<file path="src/granule_chain_allocator_assert.svh">
`ifndef GRANULE_CHAIN_ALLOCATOR_ASSERT_SVH
`define GRANULE_CHAIN_ALLOCATOR_ASSERT_SVH

// Same-cycle implication, sampled on i_clk and disabled while i_rst_n is low.
`define GCA_ASSERT_IMPLIES(lbl, ante, cons) \
    lbl: assert property (@(posedge i_clk) disable iff (!i_rst_n) (ante) |-> (cons)) \
        else $error("gca: same-cycle check failed");

// Next-cycle implication, sampled on i_clk and disabled while i_rst_n is low.
`define GCA_ASSERT_NEXT(lbl, ante, cons) \
    lbl: assert property (@(posedge i_clk) disable iff (!i_rst_n) (ante) |=> (cons)) \
        else $error("gca: next-cycle check failed");

`endif

</file>
<file path="src/gca_pkg.sv">
package gca_pkg;

    localparam int OP_W      = 2;
    localparam int BYTES_W   = 25;
    localparam int ID_PORT_W = 14;
    localparam int ST_W      = 2;

    typedef enum logic [OP_W-1:0] {
        OP_INIT  = 2'd0,
        OP_ALLOC = 2'd1,
        OP_FREE  = 2'd2,
        OP_NEXT  = 2'd3
    } t_opcode;

    localparam logic [ST_W-1:0] ST_OK       = 2'd0;
    localparam logic [ST_W-1:0] ST_NO_SPACE = 2'd1;
    localparam logic [ST_W-1:0] ST_BAD      = 2'd2;

    typedef struct packed {
        t_opcode                opcode;
        logic [BYTES_W-1:0]     byte_count;
        logic [ID_PORT_W-1:0]   granule_id;
    } t_cmd;

    typedef struct packed {
        logic [ST_W-1:0]        status;
        logic [ID_PORT_W-1:0]   result_id;
        logic [ID_PORT_W-1:0]   free_granules;
    } t_rsp;

    // Which response the datapath builds this cycle, with its state update.
    typedef enum logic [2:0] {
        RSP_NONE,
        RSP_INIT,
        RSP_BAD,
        RSP_SPACE,
        RSP_NEXT,
        RSP_ALLOC,
        RSP_FREE
    } t_rsp_kind;

    typedef struct packed {
        logic       load;
        logic       clr_start;
        logic       clr_wr;
        logic       walk_start;
        logic       rd;
        logic       step;
        t_rsp_kind  rsp;
    } t_dp_cmd;

    typedef struct packed {
        logic       clr_last;
        logic       id_bad;
        logic       zero_req;
        logic       no_space;
        logic       alloc_more;
        logic       free_more;
    } t_dp_sts;

endpackage

</file>
<file path="src/gca_ctrl.sv">
module gca_ctrl (
    input  logic              i_clk,
    input  logic              i_rst_n,
    input  logic              i_start,
    input  gca_pkg::t_opcode  i_opcode,
    input  gca_pkg::t_dp_sts  i_sts,
    output logic              o_busy,
    output gca_pkg::t_dp_cmd  o_ctl
);
    import gca_pkg::*;

    typedef enum logic [2:0] {
        S_CLEAR,
        S_IDLE,
        S_CHECK,
        S_RD,
        S_STEP,
        S_FIN
    } t_state;

    t_state  r_state, n_state;
    t_opcode r_op, n_op;
    logic    r_init, n_init;
    t_dp_cmd ctl;

    always_comb begin
        n_state = r_state;
        n_op    = r_op;
        n_init  = r_init;
        ctl     = '0;
        ctl.rsp = RSP_NONE;
        case (r_state)
            S_CLEAR: begin
                ctl.clr_wr = 1'b1;
                if (i_sts.clr_last) begin
                    if (r_init) begin
                        ctl.rsp = RSP_INIT;
                    end
                    n_init  = 1'b0;
                    n_state = S_IDLE;
                end
            end
            S_IDLE: begin
                if (i_start) begin
                    n_op = i_opcode;
                    if (i_opcode == OP_INIT) begin
                        ctl.clr_start = 1'b1;
                        n_init        = 1'b1;
                        n_state       = S_CLEAR;
                    end else begin
                        ctl.load = 1'b1;
                        n_state  = S_CHECK;
                    end
                end
            end
            S_CHECK: begin
                if (r_op == OP_ALLOC) begin
                    if (i_sts.zero_req) begin
                        ctl.rsp = RSP_BAD;
                        n_state = S_IDLE;
                    end else if (i_sts.no_space) begin
                        ctl.rsp = RSP_SPACE;
                        n_state = S_IDLE;
                    end else begin
                        ctl.walk_start = 1'b1;
                        n_state        = S_RD;
                    end
                end else if (i_sts.id_bad) begin
                    ctl.rsp = RSP_BAD;
                    n_state = S_IDLE;
                end else begin
                    ctl.walk_start = 1'b1;
                    n_state        = S_RD;
                end
            end
            S_RD: begin
                ctl.rd  = 1'b1;
                n_state = S_STEP;
            end
            S_STEP: begin
                if (r_op == OP_NEXT) begin
                    ctl.rsp = RSP_NEXT;
                    n_state = S_IDLE;
                end else begin
                    ctl.step = 1'b1;
                    if ((r_op == OP_ALLOC) ? i_sts.alloc_more : i_sts.free_more) begin
                        n_state = S_RD;
                    end else begin
                        n_state = S_FIN;
                    end
                end
            end
            S_FIN: begin
                ctl.rsp = (r_op == OP_ALLOC) ? RSP_ALLOC : RSP_FREE;
                n_state = S_IDLE;
            end
            default: begin
                n_state = S_IDLE;
            end
        endcase
    end

    always_ff @(posedge i_clk) begin
        if (!i_rst_n) begin
            r_state <= S_CLEAR;
            r_op    <= OP_INIT;
            r_init  <= 1'b0;
        end else begin
            r_state <= n_state;
            r_op    <= n_op;
            r_init  <= n_init;
        end
    end

    assign o_ctl  = ctl;
    assign o_busy = (r_state != S_IDLE);

endmodule

</file>
<file path="config.mk">
export PLATFORM = sky130hd
export DESIGN_NAME = gca_ctrl
export DESIGN_NICKNAME = d
export VERILOG_FILES = /design/src/granule_chain_allocator_assert.svh /design/src/gca_pkg.sv /design/src/gca_ctrl.sv
export SDC_FILE = /design/constraint.sdc
export NUM_CORES = 1
export LEC_CHECK = 0
export BUFFER_PORTS_ARGS = -buffer_cell sky130_fd_sc_hd__buf_2
export CAP_MARGIN = 20
export CORE_AREA = 3 3 40 42
export DETAILED_ROUTE_END_ITERATION = 12
export DIE_AREA = 0 0 43 45
export GPL_TIMING_DRIVEN = 0
export HOLD_SLACK_MARGIN = 0.02
export PLACE_DENSITY = 0.67
export SYNTH_ARGS = -nofsm -noshare
export SYNTH_HDL_FRONTEND = slang
export SYNTH_SLANG_ARGS = --single-unit
</file>
<file path="constraint.sdc">
create_clock -name i_clk -period 1.22 [get_ports i_clk]
set_input_delay 0.122 -clock i_clk [delete_from_list [all_inputs] [get_ports i_clk]]
set_output_delay 0.122 -clock i_clk [all_outputs]
set_load 0.02 [all_outputs]
</file>
# Word-level counts from Yosys, hierarchy flattened
# Cells that the tools add are included.
totals:
  out_inout_bits: 10
  in_bits: 11
  word_cells: 57
  regBits: 6
classes:
  reduce_logical: 6
  eq_ne: 11
  mux: 37
ops:
  columns: ["op", "n"]
  rows:
  - ["2-to-1 mux 3 bit", 7]
  - ["2-to-1 mux 2 bit", 10]
  - ["2-to-1 mux 1 bit", 17]
  - ["case mux 3 bit (5 select lines)", 1]
  - ["case mux 3 bit (4 select lines)", 1]
  - ["equality test 3 x 2 -> 1 bit, second input constant", 2]
  - ["equality test 3 bit, second input constant", 2]
  - ["!= test 2 bit, second input constant", 3]
  - ["AND reduction 2 bit", 2]
  - ["AND reduction 4 bit", 1]
  - ["equality test 3 x 1 -> 1 bit, second input constant", 1]
  - ["logical NOT 3 bit", 1]
  - ["!= test 3 x 1 -> 1 bit, second input constant", 1]
  - ["equality test 2 x 1 -> 1 bit, second input constant", 1]
  - ["equality test 2 bit, second input constant", 1]
  - ["logical NOT 2 bit", 1]
  - ["case mux 1 bit (2 select lines)", 1]
  - ["nonzero test 2 bit", 1]

# Depth between registers and ports, before layout
logic_depth:
  ltp_word: 5
  mapped_depth: 5
  depth_no_buf: 4

# Worst setup path before layout
# Ideal clock, no wire load.
synth_path:
  path_kind: "reg-to-output"
  from: "reg r_state[2]"
  to: "out o_ctl[0] (netlist name)"
  t_arrival_ns: 1.410
  stages_incl_launch_ff: 4
  slack_ns: -0.312
  n_path_buf: 1
  cell_sequence: "dfxtp_1 buf_2 nor3_1 a32o_1"
synth_rtl:
  columns: ["element", "line_no", "rtl"]
  rows:
  - ["start, declared", "gca_ctrl.sv:21", "t_state r_state, n_state;"]
  - ["start signal, assigned", "gca_ctrl.sv:109", "r_state <= n_state;"]
  - ["end, declared", "gca_ctrl.sv:8", "output gca_pkg::t_dp_cmd o_ctl"]

==> flow_summary.json <==
{
  "finalCriticalPeriod_ps": 1544,
  "crit_arrival_ps": 1420,
  "synth_seq_cells": 6,
  "ys_warn_count": 0,
  "grt_max_degree": 10,
  "portBuffers": 20,
  "crit_chain": "or4b_4 > o21ai_4 > nand3_2 > inv_2 > buf_6",
  "worstHoldPathType": "in2reg",
  "routedWlPerCell_um": 16.23,
  "synth_cell_types": 29,
  "cts_hold_buf": 0,
  "cp_top_family": "simple AND/OR/NAND/NOR gates",
  "clock-sinks": 6,
  "grtUsageTotal_pct": 15.43,
  "start_kind": "flop",
  "detail-route-antenna-nets": 0,
  "p_clk_share_pct": 30.8,
  "gp_congestion": 0.7184,
  "grt_pass1_wl_um": 2228,
  "worst_slack_ps": -323.7,
  "post_dp_cell_area_um2": 594.3,
  "wirelength_um": 1737,
  "holdWs_ps": 152.7,
  "ir_worst_vdd_mv": 0.4144,
  "start_util_pct": 33.50,
  "first_global_vias": 571,
  "numCtsBuffers": 3,
  "drtPass1Iterations": 4,
  "rsz0062_at_grt": "true",
  "syn_inst": 51,
  "antennaDiodeCount": 0,
  "final_nets": 105,
  "criticalPathCategory": "reg2out",
  "die-area_mm2": 0.001935,
  "synth_fp_nets": 62,
  "antenna_found_initial": 0,
  "drive_gt1_share_pct": 75.00,
  "failed_checks": "setup timing",
  "p_leak_nw": 0.4153,
  "run_status": "finished, violations left",
  "power_frac_comb_pct": 36.8,
  "slowest_delay_ps": 490,
  "coreArea_mm2": 0.001285,
  "vias_per_cell": 5.421,
  "clk_latency_ps": 250,
  "final_hold_viol_count": 0,
  "overflow": 0,
  "crit_required_ps": 1100,
  "num_io_pins": 21,
  "worst_pin_slew_ps": 226.5,
  "cts_tree": "built",
  "maxSlewViolCount": 0,
  "p_sw_uw": 196.6,
  "clock_skew_ps": 3.986,
  "die_y_um": 45,
  "avgSynthCellArea_um2": 8.439,
  "crit_buf_inv": 2,
  "timing.final.crit_share_pct": 126.5,
  "crit_path_top_delay_cell": "or4b_4",
  "startpoint": "r_op[1]",
  "seq_area_frac_synth_pct": 27.91,
  "path_max_fanout": 2,
  "max_freq_mhz": 647.8,
  "drv_cap": 0,
  "root_buffer": "clkbuf_4",
  "reg2reg_depth": 6,
  "dpl.hpwl_um": 868.7,
  "end_kind": "primary output",
  "reg2reg_from": "r_op[1]",
  "r2r-end": "r_state[1]",
  "vias": 580,
  "seqPwrFrac_pct": 32.4,
  "setup_viol": 16,
  "clkTransAtPathRegs_ps": 50,
  "synth_area_um2": 430.4,
  "area_growth_pct": 115.4,
  "num_rows": 13,
  "clock_path_buffers": 2,
  "max-slew-margin-rel_pct": 84.88,
  "drtIter0Drc": 8,
  "ff2ff_setup_slack_ps": -270,
  "min-delay-start": "i_rst_n",
  "power.density_mw_per_mm2": 695.0,
  "sw_frac_of_total_pct": 30.51,
  "htree_levels": 1,
  "intPower_uw": 447.7,
  "design_area_um2": 927.1,
  "chipWidth_um": 43,
  "worstSetupEndpoint": "o_ctl[5]",
  "drc": 0,
  "cp.depth": 5
}
[per-stage QoR]
step                      cells  setup WS, ps  total power [mW]  setup TNS [ps]  util [%]
final                       107        -323.7            0.6443           -2849     72.15
after global routing        107        -364.0            0.6616           -3491     72.15
after CTS                   101        -323.9            0.5877           -1757     63.19
after detailed placement     86        -163.8            0.3375          -494.6     46.25
after global placement       86        -145.4            0.3360          -408.2     46.25
after floorplan              51        -61.19            0.2948          -112.8         -
[worst register-to-register path, stage by stage (launching register included)]
cell,delay [ps]
dfxtp_2,320
or4b_4,490
o21ai_4,90
nand3_2,100
buf_4,150
buf_6,110
a31oi_4,160
[worst min path at each step]
stage,to,slack (ps),depth (start not counted)
5_1_grt,r_state[0],170,2
3_5_place_dp,r_state[0],420,2
6_report,r_init,150,2
3_3_place_gp,r_init,420,2
2_1_floorplan,r_state[0],240,1
4_1_cts,r_init,150,2
[kinds of logic after synthesis]
| group | after synthesis | synth area share (%) |
|---|---|---|
| muxes | 3 | 6.977 |
| and+or+nand+nor | 21 | 34.88 |
| buffers and inverters | 6 | 6.687 |
| DFF | 6 | 27.91 |
| AOI/OAI and AO/OA | 15 | 23.55 |
[power by group through the flow]
stage	sequential, mW	combinational, mW	clock (mW)
finish	0.209	0.237	0.198
global route	0.209	0.250	0.202
CTS	0.207	0.183	0.197
detailed placement	0.212	0.125	0
global placement	0.212	0.124	0
floorplan	0.211	0.0838	0
[placed cells by master (no fill, tap or decap), types with 2 or more instances in the layout]
cell type	count
buf_6	16
buf_4	12
buf_2	11
dfxtp_2	4
nand2b_1	3
nor2b_1	3
clkbuf_4	3
inv_2	2
nor2_1	2
o21ai_2	2
o21ai_0	2
o21a_1	2
mux2i_1	2
dfxtp_1	2
[layout make-up]
cell class                 count  area, um^2
fill                          82       357.8
buffer                         3       33.78
multi-input combinational     39       389.1
sequential                     6       125.1
tap                           15       18.77
inverter                       3       11.26
clock buffer                   3       22.52
timing repair buffer          38       326.6
[flip-flops by register name, indices dropped and copies added, names as in the netlist]
name     count
r_state      3
r_op         2
r_init       1
[synthesized netlist by cell type]
cell      instances  share of area, %
o31a_1            1               2.0
nand2b_1          3               4.4
nand3_1           1               1.2
a211o_1           1               2.0
dfxtp_1           6                28
a21boi_0          1               1.7
nor3b_2           1               2.9
nor3_1            1               1.2
o21ai_2           1               2.0
a21oi_1           2               2.3
a31oi_1           1               1.5
or4b_4            1               3.2
inv_1             3               2.6
nor2b_1           4               5.8
nor2_1            3               2.6
o21a_1            2               3.5
and2b_4           1               2.3
and3b_1           1               2.0
nor4_2            1               2.9
and2_1            1               1.5
nand2_1           1              0.87
buf_2             2               2.3
buf_4             1               1.7
mux2i_1           3               7.0
nand3b_1          1               1.7
a32o_1            1               2.3
o21ai_0           4               4.7
nand3_2           1               2.3
o22ai_1           1               1.5
[per-layer routing]
metal  GRT usage, %  routed length, um  vias to the layer above
li1               -                  -                      270
met4          12.65                 51                        0
met1          16.46                643                      285
met3          3.187                 89                        5
met2          26.35                953                       20
met5              0                  0                        -
[repair_timing]
item | CTS | global route
resized for setup | 33 | 14
buffers inserted | 12 | 6
endpoints found under the setup margin | 11 | 16
pin swaps | 7 | 12
Power figures use the tool's default switching activity.
